<file path="src/design/csp_pkg.sv">
`timescale 1ns / 1ps
// ----------------------------------------------------------------------------
// csp_pkg
// Shared types, name tables and helper functions for the color string parser.
// ----------------------------------------------------------------------------
package csp_pkg;

  localparam int NUM_NAMES = 9;
  localparam int NAME_CHARS = 11;
  localparam int PREFIX_CHARS = 9;

  typedef enum logic [2:0] {
    MODE_START,
    MODE_NAME,
    MODE_HASH,
    MODE_ZERO,
    MODE_HEX,
    MODE_PREFIX,
    MODE_DEAD
  } mode_t;

  typedef enum logic [2:0] {
    ST_OK        = 3'd0,
    ST_EMPTY     = 3'd1,
    ST_BAD_NAME  = 3'd2,
    ST_BAD_LEN   = 3'd3,
    ST_BAD_DIGIT = 3'd4,
    ST_UNKNOWN   = 3'd5
  } status_t;

  typedef struct packed {
    mode_t       mode;
    logic [4:0]  pos;     // saturates at 31
    logic [3:0]  digits;  // saturates at 15
    logic [31:0] acc;
    logic [8:0]  cand;
    logic        exact;
    logic        bad;
  } parse_state_t;

  typedef struct packed {
    logic        hit;
    logic [31:0] color;
  } name_hit_t;

  localparam logic [4:0] POS_MAX    = 5'd31;
  localparam logic [3:0] DIGITS_MAX = 4'd15;
  localparam logic [8:0] CAND_ALL   = 9'h1FF;
  localparam logic [8:0] CAND_BARE  = 9'h0FF;  // no transparent without prefix
  localparam logic [4:0] EXACT_LEN  = 5'd11;
  localparam logic [4:0] PREFIX_LEN = 5'd9;

  // Names padded with spaces to 11 chars; length check guards the padding.
  localparam logic [8*NAME_CHARS-1:0] NAME_TEXT [NUM_NAMES] = '{
    "red        ", "green      ", "blue       ", "black      ", "white      ",
    "cyan       ", "magenta    ", "yellow     ", "transparent"
  };
  localparam logic [4:0] NAME_LEN [NUM_NAMES] = '{
    5'd3, 5'd5, 5'd4, 5'd5, 5'd5, 5'd4, 5'd7, 5'd6, 5'd11
  };
  localparam logic [31:0] NAME_COLOR [NUM_NAMES] = '{
    32'hFFFF0000, 32'hFF00FF00, 32'hFF0000FF, 32'hFF000000, 32'hFFFFFFFF,
    32'hFF00FFFF, 32'hFFFF00FF, 32'hFFFFFF00, 32'h00000000
  };

  // Namespace prefix: '#', platform tag, ':' (lowercase).
  localparam logic [8*PREFIX_CHARS-1:0] NS_PREFIX = {
    8'h23, 8'h61, 8'h6E, 8'h64, 8'h72, 8'h6F, 8'h69, 8'h64, 8'h3A
  };
  localparam logic [8*NAME_CHARS-1:0] EXACT_TEXT = "transparent";

  function automatic logic [7:0] char_at11(logic [8*NAME_CHARS-1:0] s, logic [3:0] k);
    logic [8*NAME_CHARS-1:0] t;
    t = s << {k, 3'b000};
    return t[8*NAME_CHARS-1 -: 8];
  endfunction

  function automatic logic [7:0] char_at9(logic [8*PREFIX_CHARS-1:0] s, logic [3:0] k);
    logic [8*PREFIX_CHARS-1:0] t;
    t = s << {k, 3'b000};
    return t[8*PREFIX_CHARS-1 -: 8];
  endfunction

  function automatic logic [7:0] fold(logic [7:0] c);
    return (c >= "A" && c <= "Z") ? c + 8'd32 : c;
  endfunction

  // Drop every candidate whose character at k differs from c.
  function automatic logic [8:0] filter_names(logic [8:0] cand, logic [4:0] k,
                                              logic [7:0] c);
    logic [8:0] keep;
    for (int i = 0; i < NUM_NAMES; i++) begin
      keep[i] = cand[i] && (k < NAME_LEN[i]) && (char_at11(NAME_TEXT[i], k[3:0]) == c);
    end
    return keep;
  endfunction

  // Lowest-index candidate whose length equals count.
  function automatic name_hit_t find_name(logic [8:0] cand, logic [4:0] count);
    name_hit_t r;
    r.hit = 1'b0;
    r.color = '0;
    for (int i = NUM_NAMES - 1; i >= 0; i--) begin
      if (cand[i] && NAME_LEN[i] == count) begin
        r.hit = 1'b1;
        r.color = NAME_COLOR[i];
      end
    end
    return r;
  endfunction

  function automatic parse_state_t reset_state();
    parse_state_t s;
    s.mode = MODE_START;
    s.pos = '0;
    s.digits = '0;
    s.acc = '0;
    s.cand = CAND_ALL;
    s.exact = 1'b1;
    s.bad = 1'b0;
    return s;
  endfunction

endpackage

</file>
<file path="src/design/csp_char_if.sv">
`timescale 1ns / 1ps
// ----------------------------------------------------------------------------
// csp_char_if
// Character stream channel: one string byte per beat.
// ----------------------------------------------------------------------------
interface csp_char_if;
  logic       valid;
  logic       ready;
  logic [7:0] char_code;
  logic       char_present;
  logic       last;

  modport source (output valid, output char_code, output char_present,
                  output last, input ready);
  modport sink (input valid, input char_code, input char_present,
                input last, output ready);
endinterface

</file>
<file path="src/design/csp_color_if.sv">
`timescale 1ns / 1ps
// ----------------------------------------------------------------------------
// csp_color_if
// Result channel: one parsed color and status per beat.
// ----------------------------------------------------------------------------
interface csp_color_if;
  logic        valid;
  logic        ready;
  logic [31:0] color;
  logic [2:0]  status;

  modport source (output valid, output color, output status, input ready);
  modport sink (input valid, input color, input status, output ready);
endinterface

</file>
<file path="src/design/csp_char_step.sv">
`timescale 1ns / 1ps
// ----------------------------------------------------------------------------
// csp_char_step
// Next parse state for one character.
// ----------------------------------------------------------------------------
module csp_char_step (
  input  csp_pkg::parse_state_t cur,
  input  logic [7:0]            raw,
  output csp_pkg::parse_state_t nxt
);
  import csp_pkg::*;

  logic [7:0] c;
  logic [4:0] p;
  logic [3:0] dig;
  logic       dig_ok;
  logic       hex_take;

  assign c = fold(raw);
  assign p = cur.pos;

  always_comb begin
    if (c >= "0" && c <= "9") begin
      dig = 4'(c - "0");
      dig_ok = 1'b1;
    end else if (c >= "a" && c <= "f") begin
      dig = 4'(c - "a" + 8'd10);
      dig_ok = 1'b1;
    end else begin
      dig = 4'd0;
      dig_ok = 1'b0;
    end
  end

  always_comb begin
    nxt = cur;
    hex_take = 1'b0;

    if (p >= EXACT_LEN || raw != char_at11(EXACT_TEXT, p[3:0])) begin
      nxt.exact = 1'b0;
    end

    case (cur.mode)
      MODE_START: begin
        if (c == "#") begin
          nxt.mode = MODE_HASH;
        end else if (c == "0") begin
          nxt.mode = MODE_ZERO;
        end else begin
          nxt.mode = MODE_NAME;
          nxt.cand = filter_names(CAND_BARE, 5'd0, c);
        end
      end
      MODE_NAME: nxt.cand = filter_names(cur.cand, p, c);
      MODE_HASH: begin
        if (p < PREFIX_LEN && c == char_at9(NS_PREFIX, p[3:0])) begin
          if (p == PREFIX_LEN - 5'd1) begin
            nxt.mode = MODE_PREFIX;
            nxt.cand = CAND_ALL;
          end else begin
            hex_take = 1'b1;  // prefix chars still feed the hex path
          end
        end else begin
          nxt.mode = MODE_HEX;
          hex_take = 1'b1;
        end
      end
      MODE_ZERO: nxt.mode = (p == 5'd1 && c == "x") ? MODE_HEX : MODE_DEAD;
      MODE_HEX: hex_take = 1'b1;
      MODE_PREFIX: nxt.cand = filter_names(cur.cand, p - PREFIX_LEN, c);
      MODE_DEAD: ;
      default: ;
    endcase

    if (hex_take) begin
      nxt.acc = {cur.acc[27:0], dig};
      nxt.bad = cur.bad | ~dig_ok;
      if (cur.digits != DIGITS_MAX) nxt.digits = cur.digits + 4'd1;
    end

    if (p != POS_MAX) nxt.pos = p + 5'd1;
  end

endmodule

</file>
<file path="src/design/csp_result.sv">
`timescale 1ns / 1ps
// ----------------------------------------------------------------------------
// csp_result
// Final color and status from the parse state at end of string.
// ----------------------------------------------------------------------------
module csp_result (
  input  csp_pkg::parse_state_t st,
  output logic [31:0]           color,
  output csp_pkg::status_t      status
);
  import csp_pkg::*;

  name_hit_t pre_hit;
  name_hit_t bare_hit;

  assign pre_hit  = find_name(st.cand, st.pos - PREFIX_LEN);
  assign bare_hit = find_name(st.cand & CAND_BARE, st.pos);

  always_comb begin
    color = '0;
    status = ST_OK;
    if (st.pos == 5'd0) begin
      status = ST_EMPTY;
    end else if (st.exact && st.pos == EXACT_LEN) begin
      color = '0;
    end else begin
      case (st.mode)
        MODE_PREFIX: begin
          if (pre_hit.hit) color = pre_hit.color;
          else status = ST_BAD_NAME;
        end
        MODE_HASH, MODE_HEX: begin
          if (st.digits != 4'd3 && st.digits != 4'd6 && st.digits != 4'd8) begin
            status = ST_BAD_LEN;
          end else if (st.bad) begin
            status = ST_BAD_DIGIT;
          end else if (st.digits == 4'd3) begin
            // nibble * 17 is the nibble repeated
            color = {8'hFF, st.acc[11:8], st.acc[11:8], st.acc[7:4], st.acc[7:4],
                     st.acc[3:0], st.acc[3:0]};
          end else if (st.digits == 4'd6) begin
            color = {8'hFF, st.acc[23:0]};
          end else begin
            color = st.acc;
          end
        end
        MODE_NAME: begin
          if (bare_hit.hit) color = bare_hit.color;
          else status = ST_UNKNOWN;
        end
        default: status = ST_UNKNOWN;
      endcase
    end
  end

endmodule

</file>
<file path="src/design/color_string_parser_unit.sv">
`timescale 1ns / 1ps
// ----------------------------------------------------------------------------
// color_string_parser_unit
// Streaming parser of color strings into 32-bit AARRGGBB values.
// ----------------------------------------------------------------------------
// Feed one string byte per beat on char_stream; the beat with last set closes
// the string and produces exactly one beat on color_result (color plus
// status), other beats produce nothing. A beat with char_present low adds no
// character, so a lone such beat with last set reports an empty string.
// Throughput is one beat per cycle unless color_result stalls; the state
// update per character (prefix and name compares against constant tables,
// hex shift) is combinational from the input register to the parse state.
// A last beat goes through the input register, then the result register;
// as both are registers, char_stream keeps accepting while a result waits to
// be taken, stalling only with the input register full. No clear after reset.
// ----------------------------------------------------------------------------
module color_string_parser_unit (
  input logic      clk,
  input logic      rst,
  csp_char_if.sink    char_stream,
  csp_color_if.source color_result
);
  import csp_pkg::*;

  // input register
  logic       in_valid;
  logic [7:0] in_char;
  logic       in_present;
  logic       in_last;

  // parse state carried across the string
  parse_state_t state;
  parse_state_t stepped;
  parse_state_t post;

  // result register
  logic        out_valid;
  logic [31:0] out_color;
  status_t     out_status;

  logic [31:0] fin_color;
  status_t     fin_status;
  logic        advance;

  // The processing stage moves whenever the result register is free or drains.
  assign advance = !out_valid || color_result.ready;
  assign char_stream.ready = !in_valid || advance;

  csp_char_step u_step (
    .cur (state),
    .raw (in_char),
    .nxt (stepped)
  );

  // Empty beats leave the state alone.
  assign post = in_present ? stepped : state;

  csp_result u_result (
    .st     (post),
    .color  (fin_color),
    .status (fin_status)
  );

  always_ff @(posedge clk) begin
    if (rst) begin
      in_valid  <= 1'b0;
      out_valid <= 1'b0;
      state     <= reset_state();
    end else begin
      if (char_stream.ready) begin
        in_valid <= char_stream.valid;
        if (char_stream.valid) begin
          in_char    <= char_stream.char_code;
          in_present <= char_stream.char_present;
          in_last    <= char_stream.last;
        end
      end
      if (advance) begin
        out_valid <= in_valid && in_last;
        if (in_valid) begin
          // every string starts from the reset state
          state <= in_last ? reset_state() : post;
          if (in_last) begin
            out_color  <= fin_color;
            out_status <= fin_status;
          end
        end
      end
    end
  end

  assign color_result.valid  = out_valid;
  assign color_result.color  = out_color;
  assign color_result.status = out_status;

endmodule

</file>
<file path="src/flat_wrapper.sv">
// flat-port wrapper written by rule: the top's interface ports become plain ports
module color_string_parser_unit_flat import csp_pkg::*;
  (clk, rst, char_stream_valid, char_stream_char_code, char_stream_char_present, char_stream_last, char_stream_ready, color_result_valid, color_result_color, color_result_status, color_result_ready);
  csp_char_if char_stream_i ();
  csp_color_if color_result_i ();
  input logic clk;
  input logic rst;
  input wire logic [$bits(char_stream_i.valid)-1:0] char_stream_valid;
  input wire logic [$bits(char_stream_i.char_code)-1:0] char_stream_char_code;
  input wire logic [$bits(char_stream_i.char_present)-1:0] char_stream_char_present;
  input wire logic [$bits(char_stream_i.last)-1:0] char_stream_last;
  output wire logic [$bits(char_stream_i.ready)-1:0] char_stream_ready;
  output wire logic [$bits(color_result_i.valid)-1:0] color_result_valid;
  output wire logic [$bits(color_result_i.color)-1:0] color_result_color;
  output wire logic [$bits(color_result_i.status)-1:0] color_result_status;
  input wire logic [$bits(color_result_i.ready)-1:0] color_result_ready;
  assign char_stream_i.valid = char_stream_valid;
  assign char_stream_i.char_code = char_stream_char_code;
  assign char_stream_i.char_present = char_stream_char_present;
  assign char_stream_i.last = char_stream_last;
  assign char_stream_ready = char_stream_i.ready;
  assign color_result_valid = color_result_i.valid;
  assign color_result_color = color_result_i.color;
  assign color_result_status = color_result_i.status;
  assign color_result_i.ready = color_result_ready;
  color_string_parser_unit u_core (.clk(clk), .rst(rst), .char_stream(char_stream_i), .color_result(color_result_i));
endmodule
</file>
<file path="config.mk">
export PLATFORM = sky130hd
export DESIGN_NAME = color_string_parser_unit_flat
export DESIGN_NICKNAME = d
export VERILOG_FILES = /design/src/design/csp_pkg.sv /design/src/design/csp_char_if.sv /design/src/design/csp_color_if.sv /design/src/design/csp_char_step.sv /design/src/design/csp_result.sv /design/src/design/color_string_parser_unit.sv /design/src/flat_wrapper.sv
export SDC_FILE = /design/constraint.sdc
export NUM_CORES = 1
export LEC_CHECK = 0
export ABC_CLOCK_PERIOD_IN_PS = 6760
export BUFFER_PORTS_ARGS = -buffer_cell sky130_fd_sc_hd__buf_2
export CAP_MARGIN = 10
export CORE_MARGIN = 5
export CORE_UTILIZATION = 58
export CTS_CLUSTER_DIAMETER = 40
export DETAILED_ROUTE_END_ITERATION = 6
export GPL_TIMING_DRIVEN = 0
export PLACE_DENSITY = 0.76
export SETUP_SLACK_MARGIN = 0.05
export SLEW_MARGIN = 10
export SYNTH_ARGS = -nofsm -noshare
export SYNTH_HDL_FRONTEND = slang
export SYNTH_SLANG_ARGS = --single-unit
export TNS_END_PERCENT = 10
</file>
<file path="constraint.sdc">
create_clock -name clk -period 6.76 [get_ports clk]
set_input_delay 1.352 -clock clk [delete_from_list [all_inputs] [get_ports clk]]
set_output_delay 1.352 -clock clk [all_outputs]
set_load 0.01 [all_outputs]
</file>
==> flow_metrics.tcl <==
set metrics [dict create \
    num_vias 11200 \
    firstDrtPassIters 7 \
    r2r_start "u_core.state[48]" \
    grt_use_total_pct 41.3 \
    synth_edf_count 45 \
    cts_buffers 9 \
    stdcell_area_mm2 0.0104 \
    timing.rr.end "u_core.color_result.color[26]" \
    die_y_um 138 \
    layout-drive-gt1-share_pct 11.8 \
    ys_seq_area_share_pct 26.3 \
    grt_max_degree 36 \
    grt_pass1_vias 9867 \
    ir_drop_uv 123 \
    worstHoldStart "u_core.state[1]" \
    first_iter_violations 2146 \
    hp-class "reg2reg" \
    startpoint "u_core.state[48]" \
    viasPerCell 7.30 \
    hold_viol_final 0 \
    maxSlewViolCount 0 \
    setup-violations-final 0 \
    fin_skew_ps 11.2 \
    drv_cap 0 \
    timing.fmax_mhz 156 \
    synth_fp_nets 1287 \
    layout.nets 1350 \
    coreArea_mm2 0.0159 \
    synth-main-ff-cell "dfxtp_1" \
    crit_arrival_ps 6510 \
    antenna_found_initial 2 \
    initial_utilization_pct 59.4 \
    synth_area_mm2 0.00948 \
    slowest_stage "dfxtp_1" \
    postCtsSetupRepairBufs 0 \
    fin_total_pwr_w 0.00142 \
    async_flop_share_pct 0 \
    whs_path_depth 2 \
    avgSynthCellArea_um2 7.58 \
    path_buf_inv 6 \
    slew_headroom_pct 27.8 \
    syn_inst 1251 \
    fill_cells 1443 \
    worstMarginPinSlew_ps 1080 \
    end_kind "flop" \
    worstPathRequired_ps 6860 \
    power_density_mw_per_mm2 137 \
    synth_top_area_cell "edfxtp_1" \
    yosys.cell_types.count 90 \
    routed_wirelength_um 39400 \
    rows 46 \
    finalCritPeriodShare_pct 94.8 \
    cts_tree "done" \
    crit_path_cell_trace "clkbuf_2 > buf_2 > inv_1 > ha_1 > clkbuf_2 > clkbuf_1 > clkbuf_2 > o22ai_1 > a22oi_1 > a2111oi_0 > a31oi_1 > nand3_1 > o21ai_0 > nand3_1 > nor3b_1 > o21a_1 > o21ai_1" \
    start_kind "flop" \
    path_max_fanout 19 \
    yosys-top-cells-area "edfxtp_1 14%, dfxtp_1 12%, nor2_1 5.9%, xnor2_1 4.2%, nand2_1 4.1%" \
    grt_overflow 0 \
    h-tree-depth 3 \
    drc_errors 0 \
    cpPeakStageDelay_ps 560 \
    ctsRootBufferMaster "clkbuf_16" \
    cts_buffer_depth 2 \
    dpl_cell_area_mm2 0.0100 \
    ys_ff_latch 102 \
    hpwlAfterDp_um 29600 \
    rsz0062_at_grt "no" \
    clock-sinks 102 \
    post_cts_resized 3 \
    grt_pass1_wl_um 58900 \
    gp_routability_congestion 1.12 \
    ys_warn_count 0 \
    reg2regPathDepth 17 \
    outcome "completed" \
    crit_family "compound AO/OA/AOI/OAI gates" \
    path_common_cell "clkbuf_2" \
    cts.clk_slew.worst_paths_ps 80 \
    synthToLayoutAreaGrowth_pct 9.39 \
    rrSetupSlack_ps 350 \
    p_leak_nw 3.77 \
    port-buffer-count 50 \
    die_w_um 138 \
    synth.top_cell.area_share_pct 14.3 \
    antennaDiodeCount 0 \
    finalCriticalPeriod_ps 6410 \
    clk_latency_ps 360 \
    hold_end "u_core.state[1]" \
    postRouteAntennaNets 0 \
    io-pin-count 51 \
    setup.worst_path.class "reg2reg" \
    cts_hold_buf 0 \
    tns_ps 0 \
    die_area_mm2 0.0190 \
    wl_per_cell_um 25.7 \
]
==> synth_stat cells (all sizes together), types with 21 or more instances <==
| library cell | n |
|---|---|
| or3 | 23 |
| nor2b | 21 |
| nand3 | 31 |
| edfxtp | 45 |
| nand2b | 22 |
| buf | 24 |
| inv | 31 |
| a22oi | 38 |
| clkbuf | 84 |
| xnor2 | 45 |
| nor3 | 29 |
| nor2 | 150 |
| nand2 | 103 |
| o21ai | 85 |
| dfxtp | 57 |
| and3 | 26 |
| a21oi | 77 |
| ha | 22 |
==> cells in the final DEF (no fill, tap or decap), types with 9 or more instances in the layout <==
| cell type | n |
|---|---|
| nor2_1 | 149 |
| nand2_1 | 103 |
| clkbuf_1 | 79 |
| a21oi_1 | 75 |
| o21ai_0 | 65 |
| buf_2 | 62 |
| dfxtp_1 | 57 |
| xnor2_1 | 45 |
| edfxtp_1 | 45 |
| a22oi_1 | 38 |
| nand3_1 | 31 |
| inv_1 | 30 |
| nor3_1 | 28 |
| and3_1 | 25 |
| nand2b_1 | 22 |
| or3_1 | 22 |
| ha_1 | 22 |
| nor2b_1 | 21 |
| a31oi_1 | 19 |
| a21o_1 | 18 |
| nand4_1 | 14 |
| nor4_1 | 14 |
| o31ai_1 | 14 |
| nand3b_1 | 14 |
| a31o_2 | 13 |
| o211ai_1 | 13 |
| mux2i_1 | 13 |
| o32ai_1 | 12 |
| o21ai_1 | 12 |
| a211oi_1 | 11 |
| and2_1 | 10 |
| xor2_1 | 10 |
| o21a_1 | 10 |
| or2_2 | 9 |
| o2111ai_1 | 9 |
| clkbuf_16 | 9 |
==> where the power goes <==
part	switching (W)	internal, W
Clock	0.000244	0.000289
Sequential	0.00000914	0.000649
Combinational	0.000161	0.0000690
Total	0.000414	0.00101
==> sequential cells by signal, summed over array words and instances, names as in the netlist <==
signal,flops
u_core.color_result.color,32
u_core.in_valid,1
u_core.in_present,1
u_core.in_char,8
u_core.color_result.status,3
u_core.state,55
u_core.color_result.valid,1
u_core.in_last,1
==> layout make-up <==
cell class	instances	area, um^2	area share [%]
Buffer	107	457	4.41
Clock inverter	6	67.6	0.652
Multi-Input combinational cell	1006	6440	62.1
Timing Repair Buffer	53	280	2.70
Inverter	35	135	1.30
Sequential cell	102	2490	24.0
Tap cell	216	270	2.61
Clock buffer	10	229	2.21
==> how the worst max path moves through the flow <==
stage          depth (start not counted)                            end  slack, ps
3_5_place_dp                          19  u_core.color_result.color[16]       -430
6_report                              17  u_core.color_result.color[26]        350
3_3_place_gp                          19  u_core.color_result.color[10]       -480
4_1_cts                               17  u_core.color_result.color[16]         50
2_1_floorplan                         19   u_core.color_result.color[4]       1590
5_1_grt                               17  u_core.color_result.color[27]        280
==> logic make-up (layout without fill, tap and decap cells) <==
group | after synthesis | in the layout | share of synthesized area, %
compound gates | 402 | 402 | 29.9
xor+xnor | 55 | 55 | 5.08
mux | 18 | 18 | 2.01
flops | 102 | 102 | 26.3
simple gates | 509 | 509 | 27.6
buf+inv | 143 | 211 | 6.15
fa+ha+maj | 22 | 22 | 2.90
==> through the flow <==
stage | worst slack [ps] | hold WS, ps | util (%) | cells
floorplan | 1590 | 434 | - | 1251
global placement | -483 | 448 | 62.7 | 1517
detailed placement | -429 | 455 | 62.9 | 1519
CTS | 53.4 | 466 | 64.8 | 1535
global route | 285 | 526 | 65.0 | 1535
finish | 351 | 471 | 65.0 | 1535
==> layer usage <==
| metal | GRT usage [%] | routed length [um] | vias to the layer above |
|---|---|---|---|
| li1 | - | - | 4785 |
| met1 | 59.1 | 15400 | 5177 |
| met2 | 55.1 | 15100 | 1029 |
| met3 | 17.0 | 6960 | 205 |
| met4 | 14.9 | 1890 | 4 |
| met5 | 0 | 34 | - |
==> worst register-to-register path, stage by stage (launching register included) <==
cell and delay [ps]:
dfxtp_1 560, clkbuf_2 480, buf_2 340, inv_1 200, ha_1 330, clkbuf_2 300
clkbuf_1 490, clkbuf_2 350, o22ai_1 110, a22oi_1 560, a2111oi_0 210, a31oi_1 510
nand3_1 280, o21ai_0 420, nand3_1 130, nor3b_1 440, o21a_1 320, o21ai_1 120
No activity file was read; power rests on OpenSTA's default activity.
